===== src/hdl/c2m_pkg.sv =====
// Package for the charge-to-multipole coefficient core.
// Holds payload structs, the sign-magnitude value type and its helper functions.
// No dependencies.
package c2m_pkg;

  localparam int CoefFracBits = 24;
  localparam int MaxOrder     = 7;
  localparam int CoefW        = 48;

  localparam logic [62:0] MagLim = '1;
  localparam logic [62:0] OutMax = 63'(48'h7FFF_FFFF_FFFF);

  typedef struct packed {
    logic        neg;
    logic [62:0] mag;
  } c2m_fx_t;

  typedef struct packed {
    logic signed [31:0] pos_x;
    logic signed [31:0] pos_y;
    logic signed [31:0] pos_z;
    logic               is_placeholder;
    logic               final_charge;
  } c2m_in_t;

  typedef struct packed {
    logic        [5:0]       term_index;
    logic signed [CoefW-1:0] coefficient;
    logic                    last_term;
    logic                    last_of_cube;
  } c2m_out_t;

  typedef struct packed {
    c2m_fx_t    dx;
    c2m_fx_t    dy;
    c2m_fx_t    dz;
    logic       dummy;
    logic       fin;
    logic [2:0] order;
  } c2m_job_t;

  typedef enum logic [1:0] {
    OP_MULF = 2'd0,
    OP_MULI = 2'd1,
    OP_DIV  = 2'd2
  } c2m_op_e;

  typedef enum logic [1:0] {
    REG_CX    = 2'd0,
    REG_CY    = 2'd1,
    REG_CZ    = 2'd2,
    REG_ORDER = 2'd3
  } c2m_reg_e;

  function automatic c2m_fx_t fx_make(input logic neg, input logic [63:0] mag);
    c2m_fx_t r;
    r.mag = mag[63] ? MagLim : mag[62:0];
    r.neg = neg & (|r.mag);
    return r;
  endfunction

  function automatic c2m_fx_t fx_neg(input c2m_fx_t a);
    return fx_make(!a.neg, {1'b0, a.mag});
  endfunction

  function automatic c2m_fx_t fx_add(input c2m_fx_t a, input c2m_fx_t b);
    c2m_fx_t r;
    if (a.neg == b.neg) begin
      r = fx_make(a.neg, {1'b0, a.mag} + {1'b0, b.mag});
    end else if (a.mag >= b.mag) begin
      r = fx_make(a.neg, {1'b0, a.mag - b.mag});
    end else begin
      r = fx_make(b.neg, {1'b0, b.mag - a.mag});
    end
    return r;
  endfunction

  function automatic logic [CoefW-1:0] out_bits(input c2m_fx_t a);
    logic [CoefW-1:0] r;
    if (a.neg) begin
      if (a.mag > OutMax + 63'd1) begin
        r = {1'b1, {(CoefW-1){1'b0}}};
      end else begin
        r = CoefW'(63'd0 - a.mag);
      end
    end else begin
      r = (a.mag > OutMax) ? OutMax[CoefW-1:0] : a.mag[CoefW-1:0];
    end
    return r;
  endfunction

endpackage


===== src/hdl/c2m_queue.sv =====
// Two-entry job queue between front and back stages.
// Depends on c2m_pkg.
module c2m_queue (
  input  logic              clk_i,
  input  logic              rst_ni,
  input  logic              push_i,
  input  c2m_pkg::c2m_job_t data_i,
  output logic              ready_o,
  output logic              valid_o,
  output c2m_pkg::c2m_job_t data_o,
  input  logic              pop_i
);

  c2m_pkg::c2m_job_t slot_q [2];
  logic       wr_ptr_q, rd_ptr_q;
  logic [1:0] cnt_q;
  logic       do_push, do_pop;

  assign ready_o = (cnt_q != 2'd2);
  assign valid_o = (cnt_q != 2'd0);
  assign data_o  = slot_q[rd_ptr_q];
  assign do_push = push_i & ready_o;
  assign do_pop  = pop_i & valid_o;

  always_ff @(posedge clk_i or negedge rst_ni) begin
    if (!rst_ni) begin
      wr_ptr_q <= 1'b0;
      rd_ptr_q <= 1'b0;
      cnt_q    <= 2'd0;
    end else begin
      if (do_push) wr_ptr_q <= !wr_ptr_q;
      if (do_pop)  rd_ptr_q <= !rd_ptr_q;
      cnt_q <= cnt_q + 2'(do_push) - 2'(do_pop);
    end
  end

  always_ff @(posedge clk_i) begin
    if (do_push) slot_q[wr_ptr_q] <= data_i;
  end

endmodule


===== config.mk =====
export PLATFORM = sky130hd
export DESIGN_NAME = c2m_queue
export DESIGN_NICKNAME = d
export VERILOG_FILES = /design/src/hdl/c2m_pkg.sv /design/src/hdl/c2m_queue.sv
export SDC_FILE = /design/constraint.sdc
export NUM_CORES = 1
export LEC_CHECK = 0
export BUFFER_PORTS_ARGS = -buffer_cell sky130_fd_sc_hd__buf_2
export CAP_MARGIN = 30
export CORE_MARGIN = 2
export CORE_UTILIZATION = 52
export CTS_CLUSTER_DIAMETER = 30
export DETAILED_ROUTE_END_ITERATION = 10
export PLACE_DENSITY = 0.87
export SLEW_MARGIN = 10
export SYNTH_ARGS = -nofsm -noshare
export SYNTH_HDL_FRONTEND = slang
export SYNTH_SLANG_ARGS = --single-unit

===== constraint.sdc =====
create_clock -name clk_i -period 13.6 [get_ports clk_i]
set_input_delay 1.36 -clock clk_i [delete_from_list [all_inputs] [get_ports clk_i]]
set_output_delay 1.36 -clock clk_i [all_outputs]
set_load 0.005 [all_outputs]

## Word-level counts from Yosys, hierarchy flattened

Memories as Yosys holds them, arrays and structs flattened.
Index checks and enable logic that the tools add are counted.

| storage, ports and cells | value |
|---|---|
| memory bits (writable) | 394 |
| logic and storage cells | 14 |
| flip-flop bits (word level) | 4 |
| output and inout port bits | 199 |
| memories | 1 |
| input bits | 201 |

Memory list:

| name | words | width | read ports | clocked after Yosys merged registers in | wr ports | RTL line | RTL |
|---|---|---|---|---|---|---|---|
| slot_q | 2 | 197 | 1 | 0 | 1 | c2m_queue.sv:14 | `c2m_pkg::c2m_job_t slot_q [2];` |

| cells by class | value |
|---|---|
| bitwise logic cells | 2 |
| muxes and demuxes | 2 |
| eq/ne operators | 1 |
| reduce and logical (&&, ||, !) cells | 3 |
| add/subtract/negate cells | 2 |

Operator list:

| cell | number |
|---|---|
| adder 2 x 1 -> 2 bit | 1 |
| AND 1 bit | 2 |
| zero test 1 bit | 2 |
| two-way mux 1 bit | 2 |
| != test 2 bit, second input constant | 1 |
| nonzero test 2 bit | 1 |
| subtractor 2 x 1 -> 2 bit | 1 |

## Longest topological paths before layout

Gate-level depths: netlist of run 1.

| logic depth | value |
|---|---|
| depth after elaboration | 4 |
| gate-level depth with buffers | 5 |
| depth with buffers taken out | 5 |

## Worst setup path after synthesis of run 1

No wires, ideal clock.

| timing | value |
|---|---|
| path kind | input to register |
| start | input port push_i |
| end | memory slot_q[0][0] (netlist name) (enable) |
| path buffers | 0 |
| arrival | 9.602 ns |
| stages | 2 |
| slack | 3.241 ns |
| setup time | 0.757 ns |
| data required time | 12.843 ns |
| cells stage by stage | nand2_1 nor2_1 |

| on the way | value |
|---|---|
| word-level cells in the longest chain between the ends | 3 |

RTL lines:

| element | RTL line | RTL |
|---|---|---|
| start: declaration | c2m_queue.sv:6 | `input logic push_i,` |
| AND 1 bit | c2m_queue.sv:22 | `assign do_push = push_i & ready_o;` |
| two-way mux 1 bit | c2m_queue.sv:38 | `if (do_push) slot_q[wr_ptr_q] <= data_i;` |
| two-way mux 1 bit (not written as such) | c2m_queue.sv:38 |  |
| end: declaration | c2m_queue.sv:14 |  |

Every way passes these cells.

==> results.sh, run 1 <==
export IMPL_outcome="completed"
export IMPL_synth_xor_area_share_pct=0.1769
export IMPL_crit_arrival_ps=3490
export IMPL_period_share_pct=35.63
export IMPL_grt_util_all_layers_pct=21.98
export IMPL_instances_no_fill=1537
export IMPL_mostFrequentLayoutCell="buf_2"
export IMPL_globalplace_congestion=0.7961
export IMPL_critical_path_most_common_cell="buf_4"
export IMPL_synth_seq_area_share_pct=80.32
export IMPL_post_drt_via_cell_ratio=5.148
export IMPL_worst_slew_pin_slew_ps=901.5
export IMPL_clkTransAtPathRegs_ps=50
export IMPL_grt_pass1_vias=8514
export IMPL_slew_viol_final=0
export IMPL_syn_area_um2=14850
export IMPL_finalSetupTns_ps=0
export IMPL_clkLatencyLatePin_ps=550
export IMPL_grt_pass1_wl_mm=49.25
export IMPL_layout_setup_ws_ps=8754
export IMPL_yosys_warnings=0
export IMPL_post_drt_wl_per_cell_um=21.92
export IMPL_dp_hpwl_mm=21.23
export IMPL_muxShareOfSynthArea_pct=17.49
export IMPL_holdCritPathClass="flip-flop to flip-flop"
export IMPL_num_rows=61
export IMPL_coreArea_um2=27930
export IMPL_p_per_area_nw_per_um2=237.7
export IMPL_yosysUniqueCellTypes=19
export IMPL_drt_antenna_violating_nets=0
export IMPL_syn_num_nets=837
export IMPL_layout_common_cells="buf_2, edfxtp_1, mux2_4, mux2_2, clkbuf_16"
export IMPL_clock_sinks=398
export IMPL_num_vias=7913
export IMPL_required_ps=12240
export IMPL_endpoint_kind="output pin"
export IMPL_drc=0
export IMPL_setup_violations=0
export IMPL_syn_instance_count=635
export IMPL_path_cells="buf_4, buf_16, buf_4, mux2_2, buf_2"
export IMPL_slowest_delay_ps=840
export IMPL_p_leak_nw=7.788
export IMPL_drtIter0Drc=567
export IMPL_fp_dieW_um=173.0
export IMPL_synth_top_family_by_area="multiplexers"
export IMPL_cts_hold_buffers=0
export IMPL_dp_cells=1401
export IMPL_slew_limit_headroom_pct=39.90
export IMPL_grt_antenna_before_repair=10
export IMPL_hold_viol=0
export IMPL_max_freq_mhz=206.4
export IMPL_synth_seq_cells=398
export IMPL_cp_max_fo=59
export IMPL_cts_setup_buffers=0
export IMPL_synthAdderAreaFrac_pct=0.08423
export IMPL_pre_cts_ws_ps=9256
export IMPL_fill_cells=1679
export IMPL_multi_input_area_um2=2731
export IMPL_first_pass_iters=5
export IMPL_gr_total_overflow=0
export IMPL_crit_type="flip-flop to output pin"
export IMPL_start_util_pct=53.18
export IMPL_syn_avg_cell_area_um2=23.39
export IMPL_dieArea_um2=29930
export IMPL_die_y_um=173.0
export IMPL_syn_to_final_growth_pct=33.06
export IMPL_critical_path_top_delay_family="buffers and inverters"
export IMPL_crit_buf_inv=4
export IMPL_synthSimpleGateAreaFrac_pct=0.3959
export IMPL_cts_tree="done"
export IMPL_cap_violations=0
export IMPL_cts_root_buf="clkbuf_16"
export IMPL_cts_max_level=3
export IMPL_worst_clock_skew_ps=33.44
export IMPL_grt_start_max_net_pins=68
export IMPL_io_pins=400
export IMPL_critPathLaunchType="flip-flop"
export IMPL_fin_crit_ps=4846
export IMPL_cts_resized=0
export IMPL_power_ir_vdd_worst_uv=190.2
export IMPL_nets=1299
export IMPL_regArea_um2=11940
export IMPL_synth_compound_area_share_pct=0.1600
export IMPL_io_buffers=399
export IMPL_clockBufferDepth=3
export IMPL_rsz0062_at_grt="no"
export IMPL_cts_made_buffers=71
export IMPL_layout_drive_gt1_share_pct=62.55
export IMPL_wl_mm=33.68
export IMPL_crit_slowest_cell="dfrtp_4"
through the flow:
step	hold slack [ps]	total power, mW	area, um2	utilization (%)
2_1_floorplan	460.2	2.568	14850	-
3_3_place_gp	538.6	2.878	17200	61.56
3_5_place_dp	541.7	2.932	17270	61.83
4_1_cts	554.7	4.730	19720	70.59
5_1_grt	579.4	4.881	19760	70.74
6_report	554.7	4.697	19770	70.76
Yosys cell counts (all sizes together):
master,instances,area (um2)
buf,22,203.9
or2,1,6.260
and3,1,6.260
mux2,197,2597
dfrtp,4,100.1
nor4bb,1,10.01
o21ba,1,10.01
a311oi,1,8.760
edfxtp,394,11830
nand2,2,7.510
xnor2,3,26.28
nor2,3,11.26
nor2b,1,6.260
ha,1,12.51
nand3,1,5.000
nand2b,1,6.260
o21ai,1,5.000
worst register-to-register path, stage by stage (launching register included):
cell	delay, ps
dfrtp_1	430
nand2b_1	200
nand2_1	130
nor2_4	100
buf_4	610
buf_4	790
power by group:
group	total [mW]	internal [mW]	switching (mW)
clock network	1.77	1.19	0.574
registers	1.79	1.68	0.106
logic	1.14	0.595	0.547
total	4.70	3.47	1.23
cell type report:
class | instances | share of cell area [%]
clock buffer | 85 | 9.470
tap | 378 | 2.393
sequential | 398 | 60.38
clock inverter | 42 | 2.906
timing repair buffer | 411 | 10.93
multi-input combinational | 215 | 13.82
antenna | 8 | 0.1013
flip-flops by register name, summed over array words and instances, names as in the netlist:
signal / cells
slot_q: 394
cnt_q: 2
rd_ptr_q: 1
wr_ptr_q: 1
final timing paths:
| kind | startpoint | end | slack (ps) | cells past startpoint |
|---|---|---|---|---|
| max in group asynchronous | rst_ni | rd_ptr_q | 12780 | 1 |
| setup reg to reg | cnt_q[0] | slot_q[0][92] | 10860 | 5 |
| hold reg to reg | wr_ptr_q | wr_ptr_q | 550 | 1 |
| setup / recovery | rd_ptr_q | data_o[29] | 8750 | 5 |
| hold / removal | wr_ptr_q | wr_ptr_q | 550 | 1 |
| min in group asynchronous | rst_ni | cnt_q[0] | 630 | 1 |
routing by layer:
layer,share of wire [%],track usage [%]
met5,0.027,0
met1,36,23.81
met3,9.2,7.476
met4,3.7,10.35
met2,51,38.75
kinds of logic after synthesis:
| group | count (synthesis) |
|---|---|
| AO/OA/AOI/OAI | 3 |
| XOR/XNOR | 3 |
| adder cells (fa/ha/maj) | 1 |
| buffers and inverters | 22 |
| flip-flops | 398 |
| multiplexers | 197 |
| AND/OR/NAND/NOR | 11 |
Note: power is estimated with default switching activity, not from simulation.
==> run 2, diff against run 1 <==
Settings changed: ABC_AREA from default to 1, CORE_UTILIZATION 52 to 47, PLACE_DENSITY 0.87 to 0.84.
Clock period 13.6 ns to 4.25 ns, I/O delays scaled along.
==> run 2 against run 1 <==
- total power grew to 3.1 times the previous value
- first-iteration DRC count grew 53%
- clock-buffer cell count shrank 8
- wire length grew 6.7%
- global-route usage shrank 0.22 points
- combinational power grew to 3.3 times the previous value
- clock power grew to 2.9 times the previous value
- critical path depth is the same
- die area grew 8.4%
- sequential power grew to 3.1 times the previous value
- critical path type unchanged
==> results.sh, run 2 <==
export IMPL_outcome="completed"
export IMPL_post_drt_via_cell_ratio=4.975
export IMPL_power_ir_vdd_worst_uv=708.3
export IMPL_io_pins=400
export IMPL_dp_cells=1826
export IMPL_holdCritPathClass="input port to flip-flop"
export IMPL_crit_arrival_ps=2420
export IMPL_p_per_area_nw_per_um2=757.8
export IMPL_post_drt_wl_per_cell_um=18.38
export IMPL_cp_max_fo=113
export IMPL_cts_made_buffers=70
export IMPL_critPathLaunchType="flip-flop"
export IMPL_dp_hpwl_mm=22.37
export IMPL_worst_clock_skew_ps=12.62
export IMPL_layout_drive_gt1_share_pct=33.76
export IMPL_hold_viol=0
export IMPL_num_rows=64
export IMPL_synth_top_cell_by_area="edfxtp_1"
export IMPL_regMostFlops="slot_q"
export IMPL_slew_viol_final=0
export IMPL_syn_instance_count=1060
export IMPL_layout_common_cells="nand2_1, buf_2, edfxtp_1, clkbuf_16, clkinv_1"
export IMPL_grt_antenna_before_repair=5
export IMPL_ys_async_sr_fraction_pct=1.005
export IMPL_clockBufferDepth=3
export IMPL_cap_violations=0
export IMPL_reg_top3="slot_q (394), cnt_q (2)"
export IMPL_nets=1705
export IMPL_fin_area_um2=19260
export IMPL_ys_top_cells_by_area="edfxtp_1, nand2_1, buf_6, buf_2, dfrtp_1"
export IMPL_required_ps=3830
export IMPL_crit_type="flip-flop to output pin"
export IMPL_yosysUniqueCellTypes=14
export IMPL_io_buffers=399
export IMPL_grt_util_all_layers_pct=21.75
export IMPL_cts_root_buf="clkbuf_16"
export IMPL_syn_area_um2=14580
export IMPL_drt_antenna_violating_nets=0
export IMPL_largest_reg_flops=394
export IMPL_place_area_um2=17000
export IMPL_die_y_um=180.1
export IMPL_max_freq_mhz=350.9
export IMPL_synth_most_common_cell="nand2_1"
export IMPL_mostFrequentLayoutCell="nand2_1"
export IMPL_coreArea_um2=30590
export IMPL_yosys_warnings=0
export IMPL_syn_to_final_growth_pct=32.09
export IMPL_synth_edf_count=394
export IMPL_synth_top_area_share_pct=81.13
export IMPL_synth_seq_area_share_pct=81.82
export IMPL_gr_total_overflow=0
export IMPL_setup_violations=0
export IMPL_globalplace_congestion=0.8305
export IMPL_clkTransAtPathRegs_ps=50
export IMPL_instances_no_fill=1956
export IMPL_syn_avg_cell_area_um2=13.76
export IMPL_worst_slew_pin_slew_ps=984.8
export IMPL_fp_dieW_um=180.1
export IMPL_synth_seq_cells=398
export IMPL_fin_crit_ps=2850
export IMPL_slew_limit_headroom_pct=34.35
export IMPL_period_share_pct=67.05
export IMPL_synth_commonest_cells="nand2_1, edfxtp_1, buf_2, buf_6, inv_1"
export IMPL_clkLatencyLatePin_ps=560
export IMPL_start_util_pct=47.67
export IMPL_endpoint_kind="output pin"
export IMPL_p_leak_nw=8.315
export IMPL_drc=0
export IMPL_grt_pass1_vias=10113
export IMPL_grt_start_max_net_pins=198
export IMPL_drtIter0Drc=869
export IMPL_grt_pass1_wl_mm=54.45
export IMPL_cts_max_level=3
export IMPL_dominantRegCellSynth="edfxtp_1"
export IMPL_cts_tree="done"
export IMPL_first_pass_iters=5
export IMPL_dieArea_um2=32450
export IMPL_num_vias=9731
export IMPL_rsz0062_at_grt="no"
export IMPL_fill_cells=2151
export IMPL_wl_mm=35.95
export IMPL_syn_num_nets=1262
export IMPL_clock_sinks=398
## run 2: area by class of cell
| type | instances | area [um2] | area share (%) |
|---|---|---|---|
| inverters | 8 | 35.03 | 0.1819 |
| repair buffers | 414 | 2220 | 11.52 |
| clock buffers | 77 | 1778 | 9.230 |
| clock inverters | 50 | 466.7 | 2.423 |
| well taps | 396 | 495.5 | 2.572 |
| diodes | 2 | 5.005 | 0.02598 |
| flip-flops and latches | 398 | 11940 | 61.96 |
| multi-input cells | 611 | 2327 | 12.08 |
## run 2: worst paths after layout
| kind | depth (start not counted) | start | slack (ps) | to |
|---|---|---|---|---|
| worst max-delay path | 5 | rd_ptr_q | 1400 | data_o[89] |
| worst min-delay path | 1 | data_i[15] | 50 | slot_q[0][15] |
| worst max register to register | 6 | cnt_q[0] | 2120 | slot_q[0][78] |
| worst min register to register | 2 | wr_ptr_q | 570 | wr_ptr_q |
| max in group asynchronous | 2 | rst_ni | 3820 | rd_ptr_q |
| min in group asynchronous | 2 | rst_ni | 280 | cnt_q[1] |
## run 2: worst max-delay path: stages, from the launching register on
cell	delay (ps)
dfrtp_4	500
inv_6	630
buf_12	360
nand2_1	110
nand2_1	100
buf_2	120
## run 2: through the flow
stage	setup TNS, ps	setup slack (ps)	util [%]	total power [mW]	hold slack (ps)
4_1_cts	0	1366	62.95	14.69	29.49
2_1_floorplan	-793250	-2018	-	7.835	129.4
3_5_place_dp	0	1961	55.58	9.412	249.0
6_report	0	1400	62.97	14.60	53.01
3_3_place_gp	0	1917	55.49	9.235	249.4
5_1_grt	0	1226	62.96	15.33	23.28
## run 2: repair_timing
| item | 4_1_cts | 5_1_grt |
|---|---|---|
| hold endpoints to repair | 4 | 0 |
| hold buffers | 1 | 0 |
| resized for setup | 0 | 0 |
| setup buffers | 0 | 0 |
## run 2: cell families after synthesis
family	after synthesis	synth area share (%)
buffers and inverters	51	2.325
AOI/OAI and AO/OA	2	0.06857
and+or+nand+nor	607	15.64
DFF	398	81.82
xor gates and xnor gates	1	0.06007
adders and majority gates	1	0.08579
## run 2: layer usage
layer	up-vias	global-route usage, %	part of all wire [%]
met5	-	0	0.075
met4	4	7.677	2.2
met3	59	8.023	11
met2	531	39.56	52
met1	4629	23.16	34
li1	4508	-	-
## run 2: power breakdown
group	switching, mW	leakage [nW]	total (mW)	internal (mW)
Combinational	2.49	3.54	3.80	1.32
Clock	1.90	1.06	5.20	3.30
Sequential	0.231	3.71	5.59	5.36
==> run 3, diff against run 2 <==
Settings changed: CORE_UTILIZATION 47 to 52, PLACE_DENSITY 0.84 to 0.87.
Clock period 4.25 ns to 2.7 ns, I/O delays scaled along.
==> run 3 against run 2 <==
- the flow now finishes with violations (setup timing)
- sequential share of layout area decreased by 5.4 points
- sequential cell count unchanged
- non-clock buffer count increased by 197
- largest power group unchanged
- clock-buffer cell count decreased by 13
- first-iteration DRC count increased by 65%
- hold slack improved by 6.4 ps
- via count increased by 16%
- critical endpoint is now data_o[143]
- utilization increased by 13 points
- die area decreased by 9.4%
==> results.sh, run 3 (synthesis gave the netlist of run 2 again) <==
export IMPL_coreArea_um2=27710
export IMPL_post_drt_via_cell_ratio=5.336
export IMPL_required_ps=2430
export IMPL_drt_antenna_violating_nets=0
export IMPL_reg_top3="slot_q (394), cnt_q (2)"
export IMPL_crit_arrival_ps=2490
export IMPL_drtIter0Drc=1435
export IMPL_clock_sinks=398
export IMPL_wl_met1_mm=14.52
export IMPL_cap_violations=0
export IMPL_regMostFlops="slot_q"
export IMPL_syn_to_final_growth_pct=44.62
export IMPL_slew_viol_final=0
export IMPL_grt_antenna_before_repair=1
export IMPL_cts_root_buf="clkbuf_16"
export IMPL_grt_start_max_net_pins=198
export IMPL_hold_viol=0
export IMPL_power_mw=23.66
export IMPL_dp_cells=1808
export IMPL_dieArea_um2=29400
export IMPL_num_rows=61
export IMPL_met3_length_mm=4.999
export IMPL_fin_util_pct=76.12
export IMPL_num_vias=11317
export IMPL_fin_crit_ps=2760
export IMPL_cts_made_buffers=61
export IMPL_first_pass_iters=6
export IMPL_fin_area_um2=21090
export IMPL_outcome="complete, but fails checks"
export IMPL_globalplace_congestion=0.7820
export IMPL_worst_slew_pin_slew_ps=1150
export IMPL_highest_layer="met4"
export IMPL_layout_setup_ws_ps=-60.46
export IMPL_start_util_pct=52.64
export IMPL_crit_type="flip-flop to output pin"
export IMPL_critPathLaunchType="flip-flop"
export IMPL_power_ir_vdd_worst_uv=1379
export IMPL_finalSetupTns_ps=-60.46
export IMPL_mostFrequentLayoutCell="nand2_1"
export IMPL_clkLatencyLatePin_ps=570
export IMPL_cts_resized=0
export IMPL_met2_wirelength_mm=23.05
export IMPL_slew_limit_headroom_pct=23.32
export IMPL_endpoint_kind="output pin"
export IMPL_die_y_um=171.5
export IMPL_setup_violations=1
export IMPL_nets=1893
export IMPL_grt_pass1_wl_mm=64.66
export IMPL_clkTransAtPathRegs_ps=60
export IMPL_hold_ws_ps=59.37
export IMPL_gr_total_overflow=0
export IMPL_layout_common_cells="nand2_1, buf_2, edfxtp_1, dlygate4sd3_1, clkbuf_16"
export IMPL_fp_dieW_um=171.5
export IMPL_layout_drive_gt1_share_pct=30.25
export IMPL_period_share_pct=102.2
export IMPL_io_buffers=399
export IMPL_post_drt_wl_per_cell_um=20.86
export IMPL_rsz0062_at_grt="no"
export IMPL_io_pins=400
export IMPL_pre_cts_ws_ps=832.6
export IMPL_grt_pass1_vias=11579
export IMPL_cp_max_fo=197
export IMPL_p_per_area_nw_per_um2=1122
export IMPL_place_area_um2=16960
export IMPL_failed_checks="setup timing"
export IMPL_largest_reg_flops=394
export IMPL_cts_max_level=2
export IMPL_holdCritPathClass="input port to flip-flop"
export IMPL_dp_hpwl_mm=21.67
export IMPL_p_leak_nw=9.108
export IMPL_drc=0
export IMPL_max_freq_mhz=362.3
export IMPL_cts_tree="done"
export IMPL_wl_mm=44.25
export IMPL_instances_no_fill=2121
export IMPL_grt_util_all_layers_pct=29.32
export IMPL_clockBufferDepth=3
export IMPL_worst_clock_skew_ps=23.16
## run 3: worst paths after layout
kind                            cells after the start      from           end  slack, ps
worst max-delay path                                4  rd_ptr_q   data_o[143]        -60
worst min-delay path                                3    push_i      wr_ptr_q         60
worst max register to register                      5  cnt_q[0]  slot_q[1][5]        760
worst min register to register                      2  wr_ptr_q      wr_ptr_q        610
max in group asynchronous                           2    rst_ni      rd_ptr_q       2480
min in group asynchronous                           2    rst_ni      wr_ptr_q         70
## run 3: layout make-up
type | instances | area (um2)
Sequential cell | 398 | 11940
Timing Repair Buffer | 611 | 4159
Multi-Input combinational cell | 611 | 2337
Tap cell | 378 | 473.0
Antenna cell | 1 | 2.502
Fill cell | 1410 | 6616
Clock buffer | 64 | 1580
Clock inverter | 50 | 566.8
Inverter | 8 | 35.03
## run 3: per-layer routing
layer,vias up,GRT usage (%)
met5,-,0
met4,0,12.01
met3,127,8.306
met2,907,52.33
met1,5418,33.09
li1,4865,-
## run 3: critical path, stage by stage (launching register included)
cell	delay, ps
dfrtp_4	450
buf_12	460
nand2_1	340
nand2_1	160
buf_2	120
## run 3: where the power goes
part / internal (mW) / total [mW] / switching (mW)
Combinational: 2.26 / 6.60 / 4.35
Sequential: 8.45 / 8.91 / 0.457
Clock: 5.17 / 8.15 / 2.98
## run 3: repair_timing
| action | CTS | global route |
|---|---|---|
| hold endpoints to repair | 398 | 0 |
| hold buffers | 198 | 0 |
| buffers inserted | 0 | 0 |
