## src/hdl/c2m_pkg.sv

```systemverilog
// Package for the charge-to-multipole coefficient core.
// Holds payload structs, the sign-magnitude value type and its helper functions.
// No dependencies.
package c2m_pkg;

  localparam int CoefFracBits = 24;
  localparam int MaxOrder     = 7;
  localparam int CoefW        = 48;

  localparam logic [62:0] MagLim = '1;
  localparam logic [62:0] OutMax = 63'(48'h7FFF_FFFF_FFFF);

  typedef struct packed {
    logic        neg;
    logic [62:0] mag;
  } c2m_fx_t;

  typedef struct packed {
    logic signed [31:0] pos_x;
    logic signed [31:0] pos_y;
    logic signed [31:0] pos_z;
    logic               is_placeholder;
    logic               final_charge;
  } c2m_in_t;

  typedef struct packed {
    logic        [5:0]       term_index;
    logic signed [CoefW-1:0] coefficient;
    logic                    last_term;
    logic                    last_of_cube;
  } c2m_out_t;

  typedef struct packed {
    c2m_fx_t    dx;
    c2m_fx_t    dy;
    c2m_fx_t    dz;
    logic       dummy;
    logic       fin;
    logic [2:0] order;
  } c2m_job_t;

  typedef enum logic [1:0] {
    OP_MULF = 2'd0,
    OP_MULI = 2'd1,
    OP_DIV  = 2'd2
  } c2m_op_e;

  typedef enum logic [1:0] {
    REG_CX    = 2'd0,
    REG_CY    = 2'd1,
    REG_CZ    = 2'd2,
    REG_ORDER = 2'd3
  } c2m_reg_e;

  function automatic c2m_fx_t fx_make(input logic neg, input logic [63:0] mag);
    c2m_fx_t r;
    r.mag = mag[63] ? MagLim : mag[62:0];
    r.neg = neg & (|r.mag);
    return r;
  endfunction

  function automatic c2m_fx_t fx_neg(input c2m_fx_t a);
    return fx_make(!a.neg, {1'b0, a.mag});
  endfunction

  function automatic c2m_fx_t fx_add(input c2m_fx_t a, input c2m_fx_t b);
    c2m_fx_t r;
    if (a.neg == b.neg) begin
      r = fx_make(a.neg, {1'b0, a.mag} + {1'b0, b.mag});
    end else if (a.mag >= b.mag) begin
      r = fx_make(a.neg, {1'b0, a.mag - b.mag});
    end else begin
      r = fx_make(b.neg, {1'b0, b.mag - a.mag});
    end
    return r;
  endfunction

  function automatic logic [CoefW-1:0] out_bits(input c2m_fx_t a);
    logic [CoefW-1:0] r;
    if (a.neg) begin
      if (a.mag > OutMax + 63'd1) begin
        r = {1'b1, {(CoefW-1){1'b0}}};
      end else begin
        r = CoefW'(63'd0 - a.mag);
      end
    end else begin
      r = (a.mag > OutMax) ? OutMax[CoefW-1:0] : a.mag[CoefW-1:0];
    end
    return r;
  endfunction

endpackage

```

## src/hdl/c2m_front.sv

```systemverilog
// Front stage: accepts a charge, forms the offsets from the center as values.
// Depends on c2m_pkg.
module c2m_front (
  input  logic                  clk_i,
  input  logic                  rst_ni,
  input  logic                  start_i,
  input  c2m_pkg::c2m_in_t      item_i,
  input  logic [31:0]           cx_i,
  input  logic [31:0]           cy_i,
  input  logic [31:0]           cz_i,
  input  logic [2:0]            order_i,
  output logic                  busy_o,
  output logic                  job_valid_o,
  output c2m_pkg::c2m_job_t     job_o,
  input  logic                  job_ready_i
);

  logic              valid_q, valid_d;
  logic signed [32:0] dx_q, dy_q, dz_q;
  logic              dummy_q, fin_q;
  logic [2:0]        order_q;
  logic              accept;

  function automatic c2m_pkg::c2m_fx_t to_fx(input logic signed [32:0] d);
    logic [32:0] a;
    a = d[32] ? (33'd0 - d) : d;
    return c2m_pkg::fx_make(d[32], 64'(a) << (c2m_pkg::CoefFracBits - 16));
  endfunction

  assign busy_o = valid_q & !job_ready_i;
  assign accept = start_i & !busy_o;

  always_comb begin
    valid_d = valid_q;
    if (accept) begin
      valid_d = 1'b1;
    end else if (job_ready_i) begin
      valid_d = 1'b0;
    end
  end

  always_ff @(posedge clk_i or negedge rst_ni) begin
    if (!rst_ni) begin
      valid_q <= 1'b0;
    end else begin
      valid_q <= valid_d;
    end
  end

  always_ff @(posedge clk_i) begin
    if (accept) begin
      dx_q    <= {item_i.pos_x[31], item_i.pos_x} - {cx_i[31], cx_i};
      dy_q    <= {item_i.pos_y[31], item_i.pos_y} - {cy_i[31], cy_i};
      dz_q    <= {item_i.pos_z[31], item_i.pos_z} - {cz_i[31], cz_i};
      dummy_q <= item_i.is_placeholder;
      fin_q   <= item_i.final_charge;
      order_q <= order_i;
    end
  end

  assign job_valid_o = valid_q;
  assign job_o.dx    = to_fx(dx_q);
  assign job_o.dy    = to_fx(dy_q);
  assign job_o.dz    = to_fx(dz_q);
  assign job_o.dummy = dummy_q;
  assign job_o.fin   = fin_q;
  assign job_o.order = order_q;

endmodule

```

## config.mk

```make
export PLATFORM = sky130hd
export DESIGN_NAME = c2m_front
export DESIGN_NICKNAME = d
export VERILOG_FILES = /design/src/hdl/c2m_pkg.sv /design/src/hdl/c2m_front.sv
export SDC_FILE = /design/constraint.sdc
export NUM_CORES = 1
export LEC_CHECK = 0
export BUFFER_PORTS_ARGS = -buffer_cell sky130_fd_sc_hd__clkbuf_2
export CAP_MARGIN = 10
export CORE_AREA = 2 2 206 208
export DETAILED_ROUTE_END_ITERATION = 6
export DIE_AREA = 0 0 208 210
export SLEW_MARGIN = 20
export SYNTH_ARGS = -nofsm -noshare
export SYNTH_HDL_FRONTEND = slang
export SYNTH_SLANG_ARGS = --single-unit
```

## constraint.sdc

```tcl
create_clock -name clk_i -period 4.7 [get_ports clk_i]
set_clock_uncertainty 0.1 [all_clocks]
set_input_delay 0.47 -clock clk_i [delete_from_list [all_inputs] [get_ports clk_i]]
set_output_delay 0.47 -clock clk_i [all_outputs]
set_load 0.05 [all_outputs]
```

---- Word level (Yosys, flattened, before mapping) ----
Index checks and enable logic that the tools add are counted.
word-level totals
  register bits after elaboration ......... 105
  bits in latches ......................... 0
  memory bits (writable) .................. 0
  bits in read-only memories .............. 0
  output and inout port bits .............. 199
  logic and storage cells ................. 29
  memories kept ........................... 0
cells by class
  add/subtract/negate cells ............... 6
  multipliers ............................. 0
  divide/modulo/power cells ............... 0
  $lt $le $gt $ge ......................... 0
  equal/unequal tests ..................... 0
  shift operators ......................... 0
  mux-type cells .......................... 5
  bitwise operators ....................... 5
  reductions and logical operators ........ 6
operator list
  kind                                               count
  two-way mux 33 bit                                 3
  OR reduction 33 bit                                3
  subtractor 1 x 33 -> 33 bit, first input constant  3
  subtractor 32 x 32 -> 33 bit                       3
  bitwise AND 1 bit                                  5
  logical NOT 1 bit                                  2
  two-way mux 1 bit                                  2
  nonzero test 2 bit                                 1

---- Logic depth before layout (Yosys ltp) ----
Gate-level depths: netlist of run 1.
  depth after elaboration ................. 5
  depth in mapped cells ................... 12
  depth with buffers taken out ............ 11

---- Worst setup path after synthesis of run 1 ----
No wires, ideal clock.
  path type ............................... reg-to-output
  start point ............................. register dz_q[17]
  end point ............................... output job_o[68] in the netlist's numbering
  data arrival time ....................... 4.859 ns
  required time ........................... 4.130 ns
  setup slack ............................. -0.729 ns
  cell stages (with the launch flop) ...... 8
  path through ............................ edfxtp_1 -> or4_1 -> or4_1 -> or4_1 -> clkbuf_1 -> nor4b_1 -> nor2_1 -> a41oi_1
RTL lines
  what                    RTL line         text
  from (decl)             c2m_front.sv:19  logic signed [32:0] dx_q, dy_q, dz_q;
  from (signal assigned)  c2m_front.sv:54  dz_q <= {item_i.pos_z[31], item_i.pos_z} - {cz_i[31], cz_i};
  to (decl)               c2m_front.sv:14  output c2m_pkg::c2m_job_t job_o,

==> summary.md, run 1 <==
| Metric | Value |
|---|---|
| CTS tree | `yes` |
| MaxCap Viol Count | `0` |
| Root Driver | `clkbuf_16` |
| Reg2reg setup slack | `2.77 ns` |
| H-Tree Level Count | `3` |
| Final Wtd Congestion | `0.929` |
| DP Wirelength | `29200 um` |
| Gate power share | `0.517` |
| Pwr per Cell Area | `304 nW/um2` |
| Die Ht | `210 um` |
| Leakage | `6.39 nW` |
| Setup violators final | `0` |
| Post-synthesis async set-or-reset flop share | `0.00952` |
| Core area | `41500 um2` |
| Switching share of power | `0.479` |
| Vias in the first global route | `10300` |
| Dominant cell type by area after synthesis | `edfxtp_1` |
| EDFF count, synth | `104` |
| Internal | `2.21 mW` |
| Final WL | `34400 um` |
| Largest net degree at the start of global routing | `46` |
| Final Cycle Share | `0.953` |
| Pwr Total | `4.24 mW` |
| First-pass DRT Iterations | `6` |
| Clk pwr share | `0.173` |
| Min Tclk post-route | `4.48 ns` |
| Layout cells sized above 1 | `0.207` |
| Switching power total | `2.03 mW` |
| Final Cell Area | `14000 um2` |
| Sink Count | `105` |
| Top cells by count, synth | `inv_1 (147), xnor2_1 (134), edfxtp_1 (104)` |
| Syn Std Cell Area | `11900 um2` |
| Kind of critical path | `flip-flop to primary output` |
| Clock transition at path regs | `0.08 ns` |
| Ys flop type | `edfxtp_1` |
| Max Fclk | `223 MHz` |
| Die Span X | `208 um` |
| Syn_area_per_cell | `8.41 um2` |
| Worst-Skew Late Latency | `0.36 ns` |
| Final Instance Count excl. Fillers | `2251` |
| Peak VDD IR | `0.137 mV` |
| Startpoint Class | `flip-flop` |
| First-pass GRT wire length | `53800 um` |
| Max-slew violations | `0` |
| GR Overflow Total | `0` |
| Placed cells | `2230` |
| Number of antenna violations at the first check in global routing | `4` |
| Setup WS pre-CTS | `0.623 ns` |
| CP required | `4.13 ns` |
| IO buf count | `309` |
| Post-layout worst setup margin | `0.222 ns` |
| Seq pwr share | `0.310` |
| Row count | `75` |
| Synthesis-to-layout area growth | `17.5%` |
| I/O pins | `400` |
| RSZ-0062 raised after global routing | `no` |
| Top-count cell post-synth | `inv_1` |
| Syn Inst Count | `1414` |
| Worst Hold Class | `primary input to flip-flop` |
| Final total negative setup slack | `0 ns` |
| Antenna-violating nets left | `0` |
| Yosys cell types | `72` |
| Starting Density | `0.287` |
| Worst Max-Slew Pin Slew | `1.01 ns` |
| Area after DPL | `13700 um2` |
| Yosys warnings | `0` |
| Synth top area share | `0.263` |
| FF+latch count, synth | `105` |
| Kind of end point of the critical path | `primary output` |
| Crit path DAT | `3.91 ns` |
| DR iter-0 viols | `548` |
| Drc violations | `0` |
| DR WL/cell | `15.3 um` |
| GRT Util Overall | `0.152` |
| Nets | `2006` |
| Fin. Hold Viols | `0` |
| Status | `completed` |
| Via/cell ratio | `4.88` |
| Total CTS buffers | `9` |
| CTS Buffer Depth | `2` |
| Final hold slack | `0.180 ns` |
| Via count | `11000` |
| Slew headroom | `0.326` |
| Area contributors post-synth | `edfxtp_1 (26%), ha_1 (10%), xnor2_1 (9.9%)` |
| Utilization of the core after routing | `0.337` |
| Die ar. | `43700 um2` |
| Post-synthesis sequential area ratio | `0.265` |
| CP max FO | `7` |
[per-layer routing]
| metal | GRT usage | wire (um) |
|---|---|---|
| met1 | 0.194 | 15400 |
| met2 | 0.255 | 16300 |
| met3 | 0.0221 | 1630 |
| met4 | 0.0651 | 1140 |
| met5 | 0 | 0 |
[final timing paths]
kind / start / end / cells past startpoint
max: dx_q[8] / job_o[196] / 9
min: order_i[0] / order_q[0] / 1
max reg2reg: job_valid_o / dy_q[31] / 3
min reg2reg: job_valid_o / job_valid_o / 2
max in group asynchronous: rst_ni / job_valid_o / 2
min in group asynchronous: rst_ni / job_valid_o / 2
[cell families (layout without fill, tap and decap cells)]
family	count (synthesis)	after routing	synth area share
AOI/OAI and AO/OA	386	386	0.217
and+or+nand+nor	380	380	0.169
buffers and inverters	275	480	0.117
xor gates and xnor gates	159	159	0.117
DFF	105	105	0.265
adders and majority gates	102	102	0.109
muxes	6	6	0.00537
other	1	94	0.000315
[cell usage in the layout (no fill, tap or decap), types with 13 or more instances in the layout]
| cell | count |
|---|---|
| a21o_1 | 58 |
| a21oi_1 | 80 |
| a31oi_1 | 15 |
| and3_1 | 13 |
| clkbuf_2 | 309 |
| conb_1 | 90 |
| edfxtp_1 | 104 |
| ha_1 | 99 |
| inv_1 | 147 |
| nand2_1 | 78 |
| nand2b_1 | 28 |
| nand3_1 | 29 |
| nor2_1 | 80 |
| nor3_1 | 30 |
| nor4_1 | 19 |
| o21a_1 | 17 |
| o21ai_0 | 81 |
| o31ai_1 | 26 |
| o41ai_1 | 18 |
| or3_1 | 21 |
| or4_1 | 15 |
| xnor2_1 | 134 |
| xor2_1 | 25 |
[cell type report]
cell class / instances / area (um2)
clock buffer: 11 / 233
antenna: 4 / 10.0
clock inverter: 5 / 40.0
inverter: 147 / 552
timing repair buffer: 317 / 1610
fill: 4409 / 27500
tap: 539 / 674
sequential: 105 / 3150
multi-input combinational: 1123 / 7710
[flip-flops by register name (all words and copies together), names as in the netlist]
name / flops
dz_q: 33
dummy_q: 1
dy_q: 33
fin_q: 1
job_valid_o: 1
order_q: 3
dx_q: 33
[power groups by stage]
stage	combinational, mW	clock, mW	sequential [mW]
4_1_cts	2.21	0.767	1.31
5_1_grt	2.36	0.803	1.33
3_5_place_dp	2.20	0	1.33
2_1_floorplan	1.74	0	1.29
3_3_place_gp	2.19	0	1.33
6_report	2.19	0.734	1.31
[critical path, stage by stage (launching register included)]
cell	delay, ns
edfxtp_1	0.42
or4_1	0.69
or4_1	0.60
or3_1	0.39
mux2_2	0.24
a32oi_1	0.08
or4_1	0.44
nor4_1	0.30
a31oi_1	0.13
clkbuf_2	0.26
[repair_timing]
| item | 4_1_cts | 5_1_grt |
|---|---|---|
| gates resized for setup | 0 | 2 |
| hold buffers | 1 | 0 |
| endpoints found under the hold margin | 1 | 0 |
| endpoints found under the setup margin | 0 | 2 |
| buffers inserted | 0 | 0 |
(Power assumes the default switching activity.)
==> run 2: changes to the inputs <==
- ABC_AREA: unset -> 1
- CORE_AREA: 2 2 206 208 -> 2 2 218 220
- DIE_AREA: 0 0 208 210 -> 0 0 220 222
==> run 2 against run 1 <==
  * Global-route usage grew 1.9 points
  * Worst hold slack better by 0.0037 ns
  * Via count increased by 25%
  * Synthesized area is 12% higher
  * Sequential share of layout area decreased by 2.3 points
  * Largest power group unchanged
  * Highest routed layer unchanged
==> summary.md, run 2 <==
| Metric | Value |
|---|---|
| Die Ht | `222 um (+5.7%)` |
| IO buf count | `309 (unchanged)` |
| H-Tree Level Count | `3 (unchanged)` |
| Drc violations | `0 (unchanged)` |
| Status | `completed` |
| Hold Path End | `fin_q` |
| CP required | `4.13 ns (about the same)` |
| Critical R2R Capture | `dy_q[26]` |
| Pwr per Cell Area | `288 nW/um2 (-5.3%)` |
| Reg2reg setup slack | `2.78 ns (about the same)` |
| CTS tree | `yes` |
| CP max FO | `22 (+15)` |
| Syn Std Cell Area | `13400 um2 (+12%)` |
| Max incr delay on CP | `0.86 ns (+0.17 ns)` |
| First-pass GRT wire length | `67200 um (+25%)` |
| Fin. Hold Viols | `0 (unchanged)` |
| Startpoint Class | `flip-flop` |
| Final Wtd Congestion | `0.957 (+3.1%)` |
| Top cells by count, synth | `nand2_1 (539), inv_1 (322), nor2_1 (237)` |
| Pwr Total | `4.48 mW (+5.5%)` |
| Synth top area share | `0.234 (-0.0288)` |
| Worst Hold Class | `primary input to flip-flop` |
| Post-CTS setup-driven buffer insertion count | `0 (unchanged)` |
| Max-slew violations | `0 (unchanged)` |
| R2R Path Start | `job_valid_o` |
| Final WL | `42300 um (+23%)` |
| Post-synthesis sequential area ratio | `0.236 (-0.0291)` |
| I/O pins | `400 (unchanged)` |
| Most common cell after layout, fill and taps aside | `nand2_1` |
| Utilization of the core after routing | `0.337 (-0.000341)` |
| CP bufs+invs | `3 (+2)` |
| CTS Buffer Depth | `2 (unchanged)` |
| Worst-Skew Late Latency | `0.36 ns (about the same)` |
| Synthesis-to-layout area growth | `16.5%` |
| Root Driver | `clkbuf_16` |
| Post-layout worst setup margin | `1.34 ns (+1.11 ns)` |
| FF+latch count, synth | `105 (unchanged)` |
| Ys flop type | `edfxtp_1` |
| Starting Density | `0.289 (+0.00209)` |
| Crit path DAT | `2.79 ns (-1.12 ns)` |
| Most frequent cells in the layout | `nand2_1 (539), inv_1 (322), clkbuf_2 (309), nor2_1 (236), nand3_1 (125)` |
| Syn Inst Count | `2039 (+44%)` |
| Antenna-violating nets left | `0 (unchanged)` |
| Die ar. | `48800 um2 (+12%)` |
| Slew headroom | `0.363 (+0.0367)` |
| Total CTS buffers | `9 (unchanged)` |
| Sink Count | `105 (unchanged)` |
| Clock transition at path regs | `0.07 ns (about the same)` |
| Via/cell ratio | `4.64 (-5.0%)` |
| Via count | `13700 (+25%)` |
| Setup violators final | `0 (unchanged)` |
| DP Wirelength | `37200 um (+27%)` |
| CP cell instances | `buf_4 -> nand2_1 -> nand2_1 -> nand2_1 -> nor2_1 -> nand3_1 -> nor2_1 -> nand2_1 -> nor2_1 -> nand3_1 -> nand2_1 -> inv_1 -> clkbuf_2` |
| Peak VDD IR | `0.167 mV (+21%)` |
| Post-synthesis async set-or-reset flop share | `0.00952 (unchanged)` |
| Leakage | `8.32 nW (+30%)` |
| MaxCap Viol Count | `0 (unchanged)` |
| Die Span X | `220 um (+5.8%)` |
| Number of antenna violations at the first check in global routing | `0 (-4)` |
| Nets | `2649 (+32%)` |
| CP most frequent cell | `nand2_1` |
| Largest net degree at the start of global routing | `72 (+57%)` |
| DR iter-0 viols | `728 (+33%)` |
| Worst hold path startpoint | `item_i[0]` |
| Kind of critical path | `flip-flop to primary output` |
| Syn_area_per_cell | `6.55 um2 (-22%)` |
| Top-count cell post-synth | `nand2_1` |
| Layout cells sized above 1 | `0.169 (-0.0378)` |
| EDFF count, synth | `104 (unchanged)` |
| N_diodes | `0 (-4)` |
| Row count | `79 (+5.3%)` |
| GRT Util Overall | `0.171 (+0.0189)` |
| Setup WS pre-CTS | `1.78 ns (+1.15 ns)` |
| RSZ-0062 raised after global routing | `no` |
| Yosys warnings | `0 (unchanged)` |
| Dominant cell type by area after synthesis | `edfxtp_1` |
| Crit-path slowest cell | `edfxtp_1` |
| DR WL/cell | `14.3 um (-6.5%)` |
| Max Fclk | `297 MHz (+33%)` |
| GR Overflow Total | `0 (unchanged)` |
| Core area | `46300 um2 (+12%)` |
| First-pass DRT Iterations | `5 (-1)` |
| Yosys cell types | `51 (-29%)` |
| Min Tclk post-route | `3.36 ns (-1.11 ns)` |
| Crit-path leading delay family | `simple AND/OR/NAND/NOR gates` |
| Area contributors post-synth | `edfxtp_1 (23%), nand2_1 (15%), ha_1 (9.3%)` |
| Final total negative setup slack | `0 ns (unchanged)` |
| Final Cycle Share | `0.716 (-0.237)` |
| R2R depth | `4 (+1)` |
| Top Registers | `dx_q (33), dy_q (33), dz_q (33)` |
| Vias in the first global route | `13200 (+28%)` |
| Worst Max-Slew Pin Slew | `0.956 ns (-0.0550 ns)` |
| Hold Crit Depth | `1 (unchanged)` |
| Kind of end point of the critical path | `primary output` |
[run 2: logic make-up after synthesis]
logic type,Yosys count,share of synthesized area
flops,105,0.236
simple gates,1019,0.326
xor+xnor,110,0.0721
other cells,1,0.000281
buf+inv,437,0.151
fa+ha+maj,102,0.0972
compound gates,265,0.118
[run 2: cell type report]
type	instances	area, um2
clock inverters	7	66.3
clock buffers	9	225
inverters	328	1230
fillers	5091	30700
multi-input cells	1586	8540
flip-flops and latches	105	3150
well taps	607	759
repair buffers	316	1600
[run 2: worst register-to-register path: stages, from the launching register on]
cell and delay, ns:
dfrtp_1 0.38, nand2_1 0.08, inv_1 0.08, nor2_4 0.10
buf_4 0.65
[run 2: repair_timing]
action / in CTS / in global routing
endpoints found under the hold margin: 1 / 0
resized for setup: 0 / 0
hold buffers: 1 / 0
[run 2: report_power, final]
group,leakage (nW),switching (mW),total (mW),internal [mW]
Combinational,7.18,1.76,2.38,0.627
Clock,0.139,0.360,0.772,0.412
Sequential,1.00,0.124,1.32,1.20
[run 2: per-stage QoR]
step                      hold WS (ns)  area [um2]  cells
after global routing             0.168       15600   2958
after CTS                        0.161       15600   2958
after detailed placement         0.148       15300   2941
after floorplan                 0.0744       13700   2128
after global placement           0.146       15300   2941
final                            0.183       15600   2958
[run 2: layer usage]
metal	up-vias	routed length, um	GRT usage
met5	-	0	0
met4	0	1040	0.0537
met3	55	1970	0.0214
met2	401	20300	0.296
met1	6242	18900	0.218
li1	7023	-	-
[run 2: worst max path at each step]
stage	cells after the start	start	to	slack, ns
after floorplan	3	job_valid_o	dummy_q	0.46
after global placement	13	dz_q[32]	job_o[68]	1.83
after detailed placement	13	dz_q[32]	job_o[68]	1.78
after CTS	13	dz_q[32]	job_o[68]	1.36
after global routing	13	dz_q[32]	job_o[68]	1.08
final	13	dz_q[32]	job_o[68]	1.34
==> run 3: changes to the inputs <==
- clock period: 4.7 -> 2.95 ns (I/O delays scaled with it)
==> run 3 against run 2 <==
  * Worst hold slack worse by 0.13 ns
  * Sequential cell count is the same
  * Combinational power up 69%
  * Register-to-register slack lost 1.5 ns
  * Via count rose by 0.77%
  * Design area rose by 5.0%
  * Clock-buffer cell count unchanged
  * Sequential share of layout area down 0.95 points
  * Power up 62%
  * Non-clock buffer count grew 36
  * Die area did not move
  * Critical path depth stayed put
==> summary.md, run 3 (synthesis results as in run 2) <==
| Metric | Value |
|---|---|
| Core area | `46300 um2 (unchanged)` |
| Setup WS pre-CTS | `0.171 ns (-1.60 ns)` |
| Clk pwr share | `0.158 (-0.014)` |
| CTS tree | `yes` |
| Row count | `79 (unchanged)` |
| GR Overflow Total | `0 (unchanged)` |
| Max Fclk | `349 MHz` |
| Worst-Skew Late Latency | `0.37 ns (about the same)` |
| Top Registers | `dx_q (33), dy_q (33), dz_q (33)` |
| Final WL | `43300 um (+2.5%)` |
| Nets | `2685 (+1.4%)` |
| Final hold slack | `0.0518 ns (-0.132 ns)` |
| DR WL/cell | `14.5 um (+1.3%)` |
| Synthesis-to-layout area growth | `22.3%` |
| Pwr Total | `7.26 mW (+62%)` |
| Sink Count | `105 (unchanged)` |
| Switching power total | `3.67 mW (+64%)` |
| Vias in the first global route | `13300 (+1.2%)` |
| Via count | `13800 (+0.77%)` |
| Clock transition at path regs | `0.08 ns (about the same)` |
| N_diodes | `0 (unchanged)` |
| Largest net degree at the start of global routing | `72 (unchanged)` |
| Peak VDD IR | `0.255 mV (+53%)` |
| Die ar. | `48800 um2 (unchanged)` |
| Layout cells sized above 1 | `0.214 (+0.0452)` |
| Startpoint Class | `flip-flop` |
| Internal | `3.59 mW (+61%)` |
| Max-slew violations | `0 (unchanged)` |
| Leakage | `8.56 nW (+2.9%)` |
| Min Tclk post-route | `2.87 ns` |
| Utilization of the core after routing | `0.353 (+0.0167)` |
| Via/cell ratio | `4.62 (-0.44%)` |
| Pwr per Cell Area | `445 nW/um2 (+55%)` |
| CTS Buffer Depth | `2 (unchanged)` |
| Met3 Resource Use GR | `0.0309 (+0.00947)` |
| Antenna-violating nets left | `0 (unchanged)` |
| Die Ht | `222 um (unchanged)` |
| Gate power share | `0.554 (+0.021)` |
| Most frequent cells in the layout | `nand2_1 (520), inv_1 (311), clkbuf_2 (306), nor2_1 (214), nand3_1 (113)` |
| IO buf count | `309 (unchanged)` |
| Kind of critical path | `flip-flop to primary output` |
| GRT Util Overall | `0.173 (+0.00240)` |
| FILL cells | `5024 (-1.3%)` |
| Status | `completed` |
| Drc violations | `0 (unchanged)` |
| Worst Hold Class | `primary input to flip-flop` |
| First-pass GRT wire length | `67400 um (+0.29%)` |
| Global Route met1 Usage | `0.211 (-0.00640)` |
| Final Instance Count excl. Fillers | `2994 (+1.2%)` |
| Starting Density | `0.289 (unchanged)` |
| First-pass DRT Iterations | `5 (unchanged)` |
| DP Wirelength | `37500 um (+0.87%)` |
| CP required | `2.56 ns (-1.57 ns)` |
| Total CTS buffers | `9 (unchanged)` |
| Switching share of power | `0.505 (+0.00476)` |
| Root Driver | `clkbuf_16` |
| Slew headroom | `0.614 (+0.251)` |
| Post-layout worst setup margin | `0.0818 ns (-1.25 ns)` |
| Most common cell after layout, fill and taps aside | `nand2_1` |
| Worst Max-Slew Pin Slew | `0.574 ns (-0.382 ns)` |
| Placed cells | `2945 (+0.14%)` |
| CP max FO | `8 (-64%)` |
| MaxCap Viol Count | `0 (unchanged)` |
| H-Tree Level Count | `3 (unchanged)` |
| Busiest layer in global routing | `met2` |
| Seq pwr share | `0.288 (-0.007)` |
| DR iter-0 viols | `849 (+17%)` |
| Die Span X | `220 um (unchanged)` |
| Final Wtd Congestion | `0.940 (-1.8%)` |
| Met2 usage | `0.304 (+0.00822)` |
| Kind of end point of the critical path | `primary output` |
| I/O pins | `400 (unchanged)` |
| Setup violators final | `0 (unchanged)` |
| Number of antenna violations at the first check in global routing | `1 (+1)` |
| Fin. Hold Viols | `0 (unchanged)` |
| Final Cycle Share | `0.972` |
| Crit path DAT | `2.47 ns (-0.32 ns)` |
| RSZ-0062 raised after global routing | `yes` |
==> run 3: final timing paths <==
path                                  start     endpoint  slack [ns]  cells past startpoint
min in group asynchronous            rst_ni  job_valid_o        0.12                      2
max in group asynchronous            rst_ni  job_valid_o        2.53                      2
worst min-delay path                start_i  job_valid_o        0.05                      3
worst min register to register  job_valid_o  job_valid_o        0.43                      2
worst max-delay path                dz_q[2]    job_o[68]        0.08                     13
worst max register to register  job_valid_o     dx_q[19]        1.28                      4
==> run 3: final cells by class <==
type | instances | area (um2) | share of cell area
clock buffers | 9 | 225 | 0.0138
clock inverters | 7 | 45.0 | 0.00276
inverters | 328 | 1240 | 0.0757
multi-input cells | 1586 | 8940 | 0.547
flip-flops and latches | 105 | 3150 | 0.193
well taps | 607 | 759 | 0.0465
repair buffers | 352 | 1980 | 0.121
==> run 3: power groups by stage <==
stage,Sequential [mW],Combinational [mW],Clock [mW]
final,2.09,4.02,1.15
after global placement,2.12,3.87,0
after detailed placement,2.13,3.88,0
after global routing,2.11,4.39,1.24
after CTS,2.09,3.94,1.19
after floorplan,2.06,2.97,0
==> run 3: timing repair <==
item | CTS | global route
gates resized for setup | 29 | 75
hold endpoints to repair | 6 | 0
hold buffers | 6 | 0
setup endpoints to repair | 3 | 4
setup buffers | 8 | 19
pin swaps | 10 | 42
==> run 3: through the flow <==
step           TNS (ns)  cell area (um2)
2_1_floorplan    -11.34            13800
3_3_place_gp          0            15400
5_1_grt          -0.158            16300
6_report              0            16300
4_1_cts               0            16000
3_5_place_dp          0            15400
==> run 3: worst max-delay path, stage by stage, from the launching register on <==
cell      delay [ns]
edfxtp_1        0.51
nor2_2          0.17
nand2_1         0.11
inv_2           0.09
nand3b_4        0.09
nand2_4         0.12
nand3_1         0.14
xor2_2          0.27
nand3_1         0.12
nor2_1          0.11
nand3_1         0.08
nand2_1         0.08
inv_1           0.05
buf_6           0.14
==> run 3: per-layer routing <==
layer  wire length, um  part of all wire
met2             21200              0.49
met3              2450             0.056
met5                10           0.00023
met1             18500              0.43
met4              1140             0.026
